`src/rtl/core/oads_pkg.sv`:
```
// ---------------------------------------------------------------------------
// oads_pkg
// Shared types, register map and constants of the drive sequencer core.
// ---------------------------------------------------------------------------
package oads_pkg;

  // APB register map, 32-bit registers at 4*index
  localparam int CFG_ADDR_W = 5;
  localparam int CFG_DATA_W = 32;
  localparam int CFG_IDX_W  = 3;

  localparam logic [CFG_IDX_W-1:0] REG_OBSTACLE_MM     = 3'd0;
  localparam logic [CFG_IDX_W-1:0] REG_TIMEOUT_IS_OBST = 3'd1;
  localparam logic [CFG_IDX_W-1:0] REG_FWD_SPD         = 3'd2;
  localparam logic [CFG_IDX_W-1:0] REG_REV_SPD         = 3'd3;
  localparam logic [CFG_IDX_W-1:0] REG_TURN_INNER      = 3'd4;
  localparam logic [CFG_IDX_W-1:0] REG_TURN_OUTER      = 3'd5;
  localparam logic [CFG_IDX_W-1:0] REG_REVERSE_MS      = 3'd6;
  localparam logic [CFG_IDX_W-1:0] REG_TURN_MS         = 3'd7;

  typedef struct packed {
    logic [11:0] obstacle_mm;
    logic        timeout_is_obstacle;
    logic [7:0]  fwd_spd;
    logic [7:0]  rev_spd;
    logic [7:0]  inner_spd;
    logic [7:0]  outer_spd;
    logic [15:0] reverse_ms;
    logic [15:0] turn_ms;
  } cfg_t;

  localparam cfg_t CFG_RESET = '{
    obstacle_mm:         12'd200,
    timeout_is_obstacle: 1'b1,
    fwd_spd:             8'd100,
    rev_spd:             8'd80,
    inner_spd:           8'd45,
    outer_spd:           8'd120,
    reverse_ms:          16'd4000,
    turn_ms:             16'd1200
  };

  // request opcodes
  localparam logic OP_SAMPLE = 1'b0;
  localparam logic OP_STEP   = 1'b1;

  typedef struct packed {
    logic        op;
    logic        left_level;
    logic        right_level;
    logic        echo_valid;
    logic [11:0] distance_mm;
    logic [31:0] now_ms;
  } in_item_t;

  typedef struct packed {
    logic [7:0] left_speed;
    logic       left_reverse;
    logic [7:0] right_speed;
    logic       right_reverse;
    logic [1:0] drive_phase;
    logic       turning_left;
  } out_item_t;

  // sequencer state, one-hot
  typedef enum logic [3:0] {
    PH_FWD  = 4'b0001,
    PH_STOP = 4'b0010,
    PH_REV  = 4'b0100,
    PH_TURN = 4'b1000
  } phase_t;

  // drive_phase codes on the result
  localparam logic [1:0] DP_FWD  = 2'd0;
  localparam logic [1:0] DP_STOP = 2'd1;
  localparam logic [1:0] DP_REV  = 2'd2;
  localparam logic [1:0] DP_TURN = 2'd3;

  localparam int          TRIGGER_SAMPLES_DEF = 2;
  localparam logic [15:0] STOP_MS     = 16'd200;
  localparam logic [15:0] REFRESH_MS  = 16'd200;
  localparam logic [7:0]  SPEED_CLAMP = 8'd150;

  // debounced line status and obstacle decision
  typedef struct packed {
    logic seen;
    logic bound_l;
    logic bound_r;
    logic obstacle;
  } sense_t;

  function automatic logic [1:0] phase_code(phase_t ph);
    logic [1:0] code;
    case (ph)
      PH_FWD:  code = DP_FWD;
      PH_STOP: code = DP_STOP;
      PH_REV:  code = DP_REV;
      PH_TURN: code = DP_TURN;
      default: code = DP_FWD;
    endcase
    return code;
  endfunction

endpackage

```
`src/rtl/core/oads_cfg.sv`:
```
// ---------------------------------------------------------------------------
// oads_cfg
// APB register file holding the sequencer settings.
// ---------------------------------------------------------------------------
module oads_cfg (
  input  logic                              clk,
  input  logic                              rst_n,
  input  logic                              psel,
  input  logic                              penable,
  input  logic                              pwrite,
  input  logic [oads_pkg::CFG_ADDR_W-1:0]   paddr,
  input  logic [oads_pkg::CFG_DATA_W-1:0]   pwdata,
  output logic [oads_pkg::CFG_DATA_W-1:0]   prdata,
  output logic                              pready,
  output oads_pkg::cfg_t                    cfg
);

  oads_pkg::cfg_t                   cfg_r;
  logic [oads_pkg::CFG_IDX_W-1:0]   idx;
  logic                             wr_en;

  assign pready = 1'b1;
  assign idx    = paddr[oads_pkg::CFG_ADDR_W-1:2];
  assign wr_en  = psel && penable && pwrite && pready;
  assign cfg    = cfg_r;

  always_ff @(posedge clk) begin
    if (!rst_n) begin
      cfg_r <= oads_pkg::CFG_RESET;
    end else if (wr_en) begin
      case (idx)
        oads_pkg::REG_OBSTACLE_MM:     cfg_r.obstacle_mm         <= pwdata[11:0];
        oads_pkg::REG_TIMEOUT_IS_OBST: cfg_r.timeout_is_obstacle <= pwdata[0];
        oads_pkg::REG_FWD_SPD:         cfg_r.fwd_spd             <= pwdata[7:0];
        oads_pkg::REG_REV_SPD:         cfg_r.rev_spd             <= pwdata[7:0];
        oads_pkg::REG_TURN_INNER:      cfg_r.inner_spd           <= pwdata[7:0];
        oads_pkg::REG_TURN_OUTER:      cfg_r.outer_spd           <= pwdata[7:0];
        oads_pkg::REG_REVERSE_MS:      cfg_r.reverse_ms          <= pwdata[15:0];
        oads_pkg::REG_TURN_MS:         cfg_r.turn_ms             <= pwdata[15:0];
        default: ;
      endcase
    end
  end

  always_comb begin
    prdata = '0;
    case (idx)
      oads_pkg::REG_OBSTACLE_MM:     prdata[11:0] = cfg_r.obstacle_mm;
      oads_pkg::REG_TIMEOUT_IS_OBST: prdata[0]    = cfg_r.timeout_is_obstacle;
      oads_pkg::REG_FWD_SPD:         prdata[7:0]  = cfg_r.fwd_spd;
      oads_pkg::REG_REV_SPD:         prdata[7:0]  = cfg_r.rev_spd;
      oads_pkg::REG_TURN_INNER:      prdata[7:0]  = cfg_r.inner_spd;
      oads_pkg::REG_TURN_OUTER:      prdata[7:0]  = cfg_r.outer_spd;
      oads_pkg::REG_REVERSE_MS:      prdata[15:0] = cfg_r.reverse_ms;
      oads_pkg::REG_TURN_MS:         prdata[15:0] = cfg_r.turn_ms;
      default:                       prdata = '0;
    endcase
  end

endmodule

```
`src/rtl/core/oads_sense.sv`:
```
// ---------------------------------------------------------------------------
// oads_sense
// Line sensor debounce and latched echo reading.
// ---------------------------------------------------------------------------
module oads_sense #(
  parameter int TRIGGER_SAMPLES = oads_pkg::TRIGGER_SAMPLES_DEF
) (
  input  logic              clk,
  input  logic              rst_n,
  input  logic              sample_en,
  input  oads_pkg::in_item_t item,
  input  oads_pkg::cfg_t    cfg,
  output oads_pkg::sense_t  sense
);

  localparam int CNT_W = $clog2(TRIGGER_SAMPLES + 1);
  localparam logic [CNT_W-1:0] TRIG = CNT_W'(TRIGGER_SAMPLES);

  logic [CNT_W-1:0] left_cnt_r,  left_cnt_nxt;
  logic [CNT_W-1:0] right_cnt_r, right_cnt_nxt;
  logic             seen_r;
  logic             echo_ok_r;
  logic [11:0]      dist_r;

  // saturating count while over tape, cleared on a low level
  always_comb begin
    left_cnt_nxt  = '0;
    right_cnt_nxt = '0;
    if (item.left_level)
      left_cnt_nxt = (left_cnt_r < TRIG) ? left_cnt_r + 1'b1 : left_cnt_r;
    if (item.right_level)
      right_cnt_nxt = (right_cnt_r < TRIG) ? right_cnt_r + 1'b1 : right_cnt_r;
  end

  always_ff @(posedge clk) begin
    if (!rst_n) begin
      left_cnt_r  <= '0;
      right_cnt_r <= '0;
      seen_r      <= 1'b0;
      echo_ok_r   <= 1'b0;
      dist_r      <= '0;
    end else if (sample_en) begin
      left_cnt_r  <= left_cnt_nxt;
      right_cnt_r <= right_cnt_nxt;
      seen_r      <= 1'b1;
      echo_ok_r   <= item.echo_valid;
      dist_r      <= item.distance_mm;
    end
  end

  assign sense.seen     = seen_r;
  assign sense.bound_l  = (left_cnt_r >= TRIG);
  assign sense.bound_r  = (right_cnt_r >= TRIG);
  assign sense.obstacle = echo_ok_r ? (dist_r <= cfg.obstacle_mm)
                                    : cfg.timeout_is_obstacle;

endmodule

```
`src/rtl/core/oads_seq.sv`:
```
// ---------------------------------------------------------------------------
// oads_seq
// Timed drive phase sequencer, wheel commands and send decision.
// ---------------------------------------------------------------------------
module oads_seq (
  input  logic               clk,
  input  logic               rst_n,
  input  logic               step_en,
  input  logic [31:0]        now_ms,
  input  oads_pkg::sense_t   sense,
  input  oads_pkg::cfg_t     cfg,
  output logic               send,
  output oads_pkg::out_item_t res,
  output oads_pkg::phase_t   phase
);

  oads_pkg::phase_t phase_r, phase_nxt;
  logic             left_side_r, left_side_nxt;
  logic [31:0]      start_r, start_nxt;
  logic [31:0]      last_send_r;
  logic [8:0]       last_l_r, last_r_r;   // signed two's complement
  logic [8:0]       lcmd, rcmd;
  logic [31:0]      elapsed, since_send;
  logic [8:0]       l_abs, r_abs;

  assign elapsed    = now_ms - start_r;
  assign since_send = now_ms - last_send_r;

  always_comb begin
    phase_nxt     = phase_r;
    left_side_nxt = left_side_r;
    start_nxt     = start_r;
    if (sense.seen) begin
      case (phase_r)
        oads_pkg::PH_FWD: begin
          if (sense.bound_l || sense.bound_r) begin
            // single-side boundary turns away from it
            if (sense.bound_l && !sense.bound_r)      left_side_nxt = 1'b0;
            else if (sense.bound_r && !sense.bound_l) left_side_nxt = 1'b1;
            phase_nxt = oads_pkg::PH_STOP;
            start_nxt = now_ms;
          end else if (sense.obstacle) begin
            left_side_nxt = ~left_side_r;
            phase_nxt     = oads_pkg::PH_STOP;
            start_nxt     = now_ms;
          end
        end
        oads_pkg::PH_STOP: begin
          if (elapsed >= {16'd0, oads_pkg::STOP_MS}) begin
            phase_nxt = oads_pkg::PH_REV;
            start_nxt = now_ms;
          end
        end
        oads_pkg::PH_REV: begin
          if (elapsed >= {16'd0, cfg.reverse_ms}) begin
            phase_nxt = oads_pkg::PH_TURN;
            start_nxt = now_ms;
          end
        end
        oads_pkg::PH_TURN: begin
          if (elapsed >= {16'd0, cfg.turn_ms}) begin
            phase_nxt = oads_pkg::PH_FWD;
            start_nxt = now_ms;
          end
        end
        default: phase_nxt = oads_pkg::PH_FWD;
      endcase
    end
  end

  always_comb begin
    lcmd = '0;
    rcmd = '0;
    if (sense.seen) begin
      case (phase_nxt)
        oads_pkg::PH_FWD: begin
          lcmd = {1'b0, cfg.fwd_spd};
          rcmd = {1'b0, cfg.fwd_spd};
        end
        oads_pkg::PH_REV: begin
          lcmd = ~{1'b0, cfg.rev_spd} + 9'd1;
          rcmd = ~{1'b0, cfg.rev_spd} + 9'd1;
        end
        oads_pkg::PH_TURN: begin
          lcmd = {1'b0, left_side_nxt ? cfg.inner_spd : cfg.outer_spd};
          rcmd = {1'b0, left_side_nxt ? cfg.outer_spd : cfg.inner_spd};
        end
        default: begin
          lcmd = '0;
          rcmd = '0;
        end
      endcase
    end
  end

  assign send = (lcmd != last_l_r) || (rcmd != last_r_r) ||
                (since_send >= {16'd0, oads_pkg::REFRESH_MS});

  assign l_abs = lcmd[8] ? (~lcmd + 9'd1) : lcmd;
  assign r_abs = rcmd[8] ? (~rcmd + 9'd1) : rcmd;

  assign res.left_speed    = (l_abs > {1'b0, oads_pkg::SPEED_CLAMP}) ?
                             oads_pkg::SPEED_CLAMP : l_abs[7:0];
  assign res.left_reverse  = lcmd[8];
  assign res.right_speed   = (r_abs > {1'b0, oads_pkg::SPEED_CLAMP}) ?
                             oads_pkg::SPEED_CLAMP : r_abs[7:0];
  assign res.right_reverse = rcmd[8];
  assign res.drive_phase   = oads_pkg::phase_code(phase_nxt);
  assign res.turning_left  = left_side_nxt;

  assign phase = phase_r;

  always_ff @(posedge clk) begin
    if (!rst_n) begin
      phase_r     <= oads_pkg::PH_FWD;
      left_side_r <= 1'b0;
      start_r     <= '0;
      last_send_r <= '0;
      last_l_r    <= '0;
      last_r_r    <= '0;
    end else if (step_en) begin
      phase_r     <= phase_nxt;
      left_side_r <= left_side_nxt;
      start_r     <= start_nxt;
      if (send) begin
        last_l_r    <= lcmd;
        last_r_r    <= rcmd;
        last_send_r <= now_ms;
      end
    end
  end

endmodule

```
`src/rtl/core/obstacle_avoid_drive_sequencer_core.sv`:
```
// ---------------------------------------------------------------------------
// obstacle_avoid_drive_sequencer_core
// Obstacle and boundary avoiding drive sequencer with wheel command output.
// ---------------------------------------------------------------------------
// Usage:
//   in_*  : requests, valid/stall. op=0 is a sensor sample (line levels,
//           echo flag, distance), op=1 is a control step carrying now_ms.
//   out_* : one result per control step whose wheel commands changed or
//           whose refresh interval has run out; samples never give one.
//   APB   : eight 32-bit settings at byte address 4*index, writes in the
//           access cycle, pready tied high, reads return the setting.
// Timing:
//   A request is registered on acceptance, processed by the debounce and
//   sequencer logic, and its result lands in the output register, from
//   which it is offered. One request per cycle is sustained while out_stall
//   is low; the single output register sets it.
// Stall:
//   While out_stall holds a pending result, the request waiting in the
//   input register stalls and in_stall rises; nothing is dropped.
// Reset:
//   rst_n (synchronous) loads setting defaults, forward phase, right turn
//   side and clear counters; the sequencer holds with zero speeds until
//   the first sensor sample arrives.
// ---------------------------------------------------------------------------
module obstacle_avoid_drive_sequencer_core #(
  parameter int TRIGGER_SAMPLES = oads_pkg::TRIGGER_SAMPLES_DEF
) (
  input  logic                             clk,
  input  logic                             rst_n,
  // request channel
  input  logic                             in_valid,
  output logic                             in_stall,
  input  oads_pkg::in_item_t               in_data,
  // result channel
  output logic                             out_valid,
  input  logic                             out_stall,
  output oads_pkg::out_item_t              out_data,
  // APB settings port
  input  logic                             psel,
  input  logic                             penable,
  input  logic                             pwrite,
  input  logic [oads_pkg::CFG_ADDR_W-1:0]  paddr,
  input  logic [oads_pkg::CFG_DATA_W-1:0]  pwdata,
  output logic [oads_pkg::CFG_DATA_W-1:0]  prdata,
  output logic                             pready
);

  oads_pkg::cfg_t      cfg;
  oads_pkg::sense_t    sense;
  oads_pkg::out_item_t res;
  oads_pkg::phase_t    phase;

  // input register
  logic                inq_valid_r;
  oads_pkg::in_item_t  inq_r;
  // output register
  logic                out_valid_r;
  oads_pkg::out_item_t out_r;

  logic advance;     // the held request is processed this cycle
  logic sample_en;
  logic step_en;
  logic send;

  // process when the output register is free or being emptied
  assign advance   = inq_valid_r && (!out_valid_r || !out_stall);
  assign in_stall  = inq_valid_r && out_valid_r && out_stall;
  assign sample_en = advance && (inq_r.op == oads_pkg::OP_SAMPLE);
  assign step_en   = advance && (inq_r.op == oads_pkg::OP_STEP);

  assign out_valid = out_valid_r;
  assign out_data  = out_r;

  oads_cfg u_cfg (
    .clk     (clk),
    .rst_n   (rst_n),
    .psel    (psel),
    .penable (penable),
    .pwrite  (pwrite),
    .paddr   (paddr),
    .pwdata  (pwdata),
    .prdata  (prdata),
    .pready  (pready),
    .cfg     (cfg)
  );

  oads_sense #(
    .TRIGGER_SAMPLES (TRIGGER_SAMPLES)
  ) u_sense (
    .clk       (clk),
    .rst_n     (rst_n),
    .sample_en (sample_en),
    .item      (inq_r),
    .cfg       (cfg),
    .sense     (sense)
  );

  oads_seq u_seq (
    .clk     (clk),
    .rst_n   (rst_n),
    .step_en (step_en),
    .now_ms  (inq_r.now_ms),
    .sense   (sense),
    .cfg     (cfg),
    .send    (send),
    .res     (res),
    .phase   (phase)
  );

  // request register: refills whenever it is not held by a stall
  always_ff @(posedge clk) begin
    if (!rst_n) begin
      inq_valid_r <= 1'b0;
    end else if (!in_stall) begin
      inq_valid_r <= in_valid;
    end
  end

  always_ff @(posedge clk) begin
    if (!in_stall && in_valid) begin
      inq_r <= in_data;
    end
  end

  // result register
  always_ff @(posedge clk) begin
    if (!rst_n) begin
      out_valid_r <= 1'b0;
    end else if (step_en && send) begin
      out_valid_r <= 1'b1;
    end else if (!out_stall) begin
      out_valid_r <= 1'b0;
    end
  end

  always_ff @(posedge clk) begin
    if (step_en && send) begin
      out_r <= res;
    end
  end

  // a stalled input always has a request parked in the input register
  a_stall_has_req: assert property (@(posedge clk) disable iff (!rst_n)
    in_stall |-> inq_valid_r)
    else $error("input stall without held request");

  // a pending result is never overwritten while the receiver stalls
  a_no_overwrite: assert property (@(posedge clk) disable iff (!rst_n)
    (out_valid_r && out_stall) |-> !(step_en && send))
    else $error("result overwritten under stall");

  // stop phase always commands zero speed
  a_stop_zero: assert property (@(posedge clk) disable iff (!rst_n)
    (out_valid_r && (out_r.drive_phase == oads_pkg::DP_STOP)) |->
      (out_r.left_speed == 8'd0 && out_r.right_speed == 8'd0))
    else $error("nonzero speed in stop phase");

  // speed magnitudes respect the clamp
  a_clamp: assert property (@(posedge clk) disable iff (!rst_n)
    out_valid_r |-> (out_r.left_speed <= oads_pkg::SPEED_CLAMP &&
                     out_r.right_speed <= oads_pkg::SPEED_CLAMP))
    else $error("speed above clamp");

  // sequencer holds in forward phase until the first sample
  a_hold_unseen: assert property (@(posedge clk) disable iff (!rst_n)
    !sense.seen |-> (phase == oads_pkg::PH_FWD))
    else $error("sequencer moved before first sample");

endmodule
```
`config.mk`:
```
export PLATFORM = sky130hd
export DESIGN_NAME = obstacle_avoid_drive_sequencer_core
export DESIGN_NICKNAME = d
export VERILOG_FILES = /design/src/rtl/core/oads_pkg.sv /design/src/rtl/core/oads_cfg.sv /design/src/rtl/core/oads_sense.sv /design/src/rtl/core/oads_seq.sv /design/src/rtl/core/obstacle_avoid_drive_sequencer_core.sv
export SDC_FILE = /design/constraint.sdc
export NUM_CORES = 1
export LEC_CHECK = 0
export ABC_AREA = 0
export BUFFER_PORTS_ARGS = -buffer_cell sky130_fd_sc_hd__buf_2
export CAP_MARGIN = 15
export CORE_ASPECT_RATIO = 1.4
export CORE_MARGIN = 4
export CORE_UTILIZATION = 40
export DETAILED_ROUTE_END_ITERATION = 10
export SYNTH_ARGS = -nofsm -noshare
export SYNTH_HDL_FRONTEND = slang
export SYNTH_SLANG_ARGS = --single-unit
```
`constraint.sdc`:
```
create_clock -name clk -period 13.2 [get_ports clk]
set_clock_uncertainty 0.2 [all_clocks]
set_input_delay 0.66 -clock clk [delete_from_list [all_inputs] [get_ports clk]]
set_output_delay 0.66 -clock clk [all_outputs]
set_load 0.005 [all_outputs]
```
==> impl_metrics.yaml <==
setup_path:
  criticalPathCategory: "flip-flop to flip-flop"
  cp_max_fo: 84
  worst_setup_path_start_kind: "flip-flop"
  rr_worst_depth: 22
  regToRegStartpoint: "inq_r[2]$_DFFE_PP_"
  arrival_ps: 8720
  end_kind: "flip-flop"
  crit_required_ps: 13230
  startpoint: "inq_r[2]$_DFFE_PP_"
  regToRegSetupSlack_ps: 4510
  rr_endpoint: "out_data[5]$_SDFFCE_PN1P_"
pwr:
  p_leak_nw: 6.82
  ir_drop_mv: 0.0986
  power_mw: 1.92
  cellPowerDensity_mw_per_mm2: 103
yosys:
  synth_top_cell_area_share_pct: 21.6
  synth_top_area_cell: "dfxtp_1"
  ys_ff_latch: 251
  yosysSeqAreaShare_pct: 33.7
  syn_area_mm2: 0.0169
  synth_cells: 2081
  ys.flop_type: "dfxtp_1"
  synth_area_leaders: "dfxtp_1, edfxtp_1, ha_1"
  synth.distinct_cells: 96
  synth-edff-count: 68
  synth-warning-count: 0
  async_flop_share_pct: 0
  syn_avg_cell_area_um2: 8.14
timing:
  worst_slew_pin_slew_ps: 1030
  hold_viol: 0
  fin_setup_tns_ps: 0
  period_needed_ps: 8690
  hold_slack_ps: 40.3
  drv_slew: 0
  clock.fmax_ghz: 0.115
  slew_headroom_pct: 30.8
  finalSetupViolCount: 0
  fin_crit_sh_pct: 65.8
  rsz0062_at_grt: "false"
finish:
  fillers: 4130
  fin_nets: 2328
  instances_no_fill: 2688
  synthToLayoutAreaGrowth_pct: 10.1
  fin_area_mm2: 0.0186
  final_common_cell: "nand2_1"
  diodes: 0
  final_cell_mix: "nand2_1, a21oi_1, dfxtp_1"
  drive_gt1_share_pct: 10.1
detailed_routing:
  wire_per_inst_um: 18.2
  route.vias.total: 15400
  finalWirelength_um: 48800
  antenna_left: 0
  drt_first_pass_iters: 5
  drtIter0Drc: 861
  avgViaCountPerCell: 5.73
  drc_errors: 0
clocking:
  cts_buffers: 29
  clock_tree.root_cell: "clkbuf_16"
  clk_latency_ps: 590
  clk_pin_slew_worst_paths_ps: 60
  cts_resized: 0
  cts_hold_buf: 0
  cts.sinks: 251
  cts_buffer_depth: 3
  htree_levels: 1
  cts_tree: "yes"
  post_cts_buffers: 0
grt:
  grt_pass1_vias: 14700
  grt_max_degree: 86
  antenna_found_initial: 0
  grt_use_total_pct: 20.5
  grt_overflow: 0
  grt_first_pass_wirelength_um: 77600
place:
  place_congestion: 0.937
  place_area_mm2: 0.0177
  placed_cells: 2634
  port_buffers: 112
  dp_hpwl_um: 36500
floorplan:
  initial_utilization_pct: 40.8
  die_w_um: 182
  ios: 148
  die_area_mm2: 0.0457
  core_area_mm2: 0.0415
  num_rows: 88
  die_y_um: 251
worst_hold_path:
  hold_start: "in_data[44]"
  min_to: "inq_r[44]$_DFFE_PP_"
  hold_class: "input port to flip-flop"
  worstHoldPathCells: 1
run_status:
  outcome: "finished, final reports clean"
job:
  maxCapViolations: 0
through the flow:
step	worst slack, ps	utilization (%)
2_1_floorplan	6710	-
3_3_place_gp	4640	42.7
3_5_place_dp	4600	42.7
4_1_cts	4540	44.9
5_1_grt	3930	44.9
6_report	4510	44.9
power breakdown:
part / internal, mW / switching (mW) / total, mW
Sequential: 0.811 / 0.0174 / 0.829
Clock: 0.435 / 0.336 / 0.771
Combinational: 0.116 / 0.204 / 0.320
logic make-up after synthesis:
| family | share of synthesized area, % |
|---|---|
| adder cells (fa/ha/maj) | 8.29 |
| XOR/XNOR | 2.17 |
| AND/OR/NAND/NOR | 21.2 |
| flip-flops | 33.7 |
| buffers and inverters | 6.76 |
| AO/OA/AOI/OAI | 21.3 |
| other | 0.0444 |
| multiplexers | 6.50 |
cell type report:
cell class,instances,area (um2),share of cell area (%)
Clock buffer,43,828,4.44
Clock inverter,11,75.1,0.403
Inverter,147,554,2.97
Multi-Input combinational cell,1573,10200,54.5
Sequential cell,251,5710,30.6
Tap cell,540,676,3.62
Timing Repair Buffer,123,643,3.45
how the worst max path moves through the flow:
stage | end | slack, ps | cells past startpoint
2_1_floorplan | out_data[0]$_DFFE_PP_ | 6710 | 24
3_3_place_gp | out_data[0]$_DFFE_PP_ | 4640 | 22
3_5_place_dp | out_data[0]$_DFFE_PP_ | 4600 | 22
4_1_cts | out_data[9]$_SDFFCE_PN0P_ | 4540 | 22
5_1_grt | out_data[5]$_SDFFCE_PN1P_ | 3930 | 23
6_report | out_data[5]$_SDFFCE_PN1P_ | 4510 | 22
flip-flops by register name, indices dropped and copies added, names as in the netlist, 2 cells and up:
register	cells
u_seq.last_send_r	32
u_seq.last_r_r	9
u_seq.last_l_r	8
u_sense.left_cnt_r	2
out_data	20
u_cfg.cfg	77
u_seq.phase	4
u_sense.dist_r	12
inq_r	48
u_seq.start_r	32
u_sense.right_cnt_r	2
critical path, cell delays in order (launching register included):
cell and delay, ps:
edfxtp_1 460, ha_1 410, o21ai_0 100, a21oi_1 430, o21ai_1 300, o21ai_0 560
xor2_1 400, ha_1 340, a21oi_1 150, nand2_1 60, a21oi_1 140, o31ai_1 100
a21oi_1 480, nand4_1 200, o21bai_1 490, o2111a_1 540, a22oi_1 250, a311o_1 410
a2111oi_0 380, o2111ai_1 270, nor4_4 630, buf_4 660, nor2_2 360
metal layers:
metal	GRT usage, %	share of wire (%)
met3	1.92	3.7
met5	0	0
met4	7.62	3.6
met1	23.5	40
met2	39.0	52
cell usage after synthesis, drive strengths merged, types with 12 or more instances:
cell / count
a211oi: 23
or2: 12
buf: 43
nand4: 32
a21o: 17
o21a: 15
inv: 146
nand2: 242
nand3: 45
edfxtp: 68
nand2b: 23
a21oi: 206
o21ai: 147
nor2: 162
xnor2: 22
mux2i: 84
xor2: 20
nor2b: 19
o211ai: 25
clkbuf: 82
ha: 109
and3: 14
nor3: 58
or3: 31
nor4: 15
a31oi: 14
dfxtp: 183
nand3b: 39
Note: power is estimated with default switching activity, not from simulation.
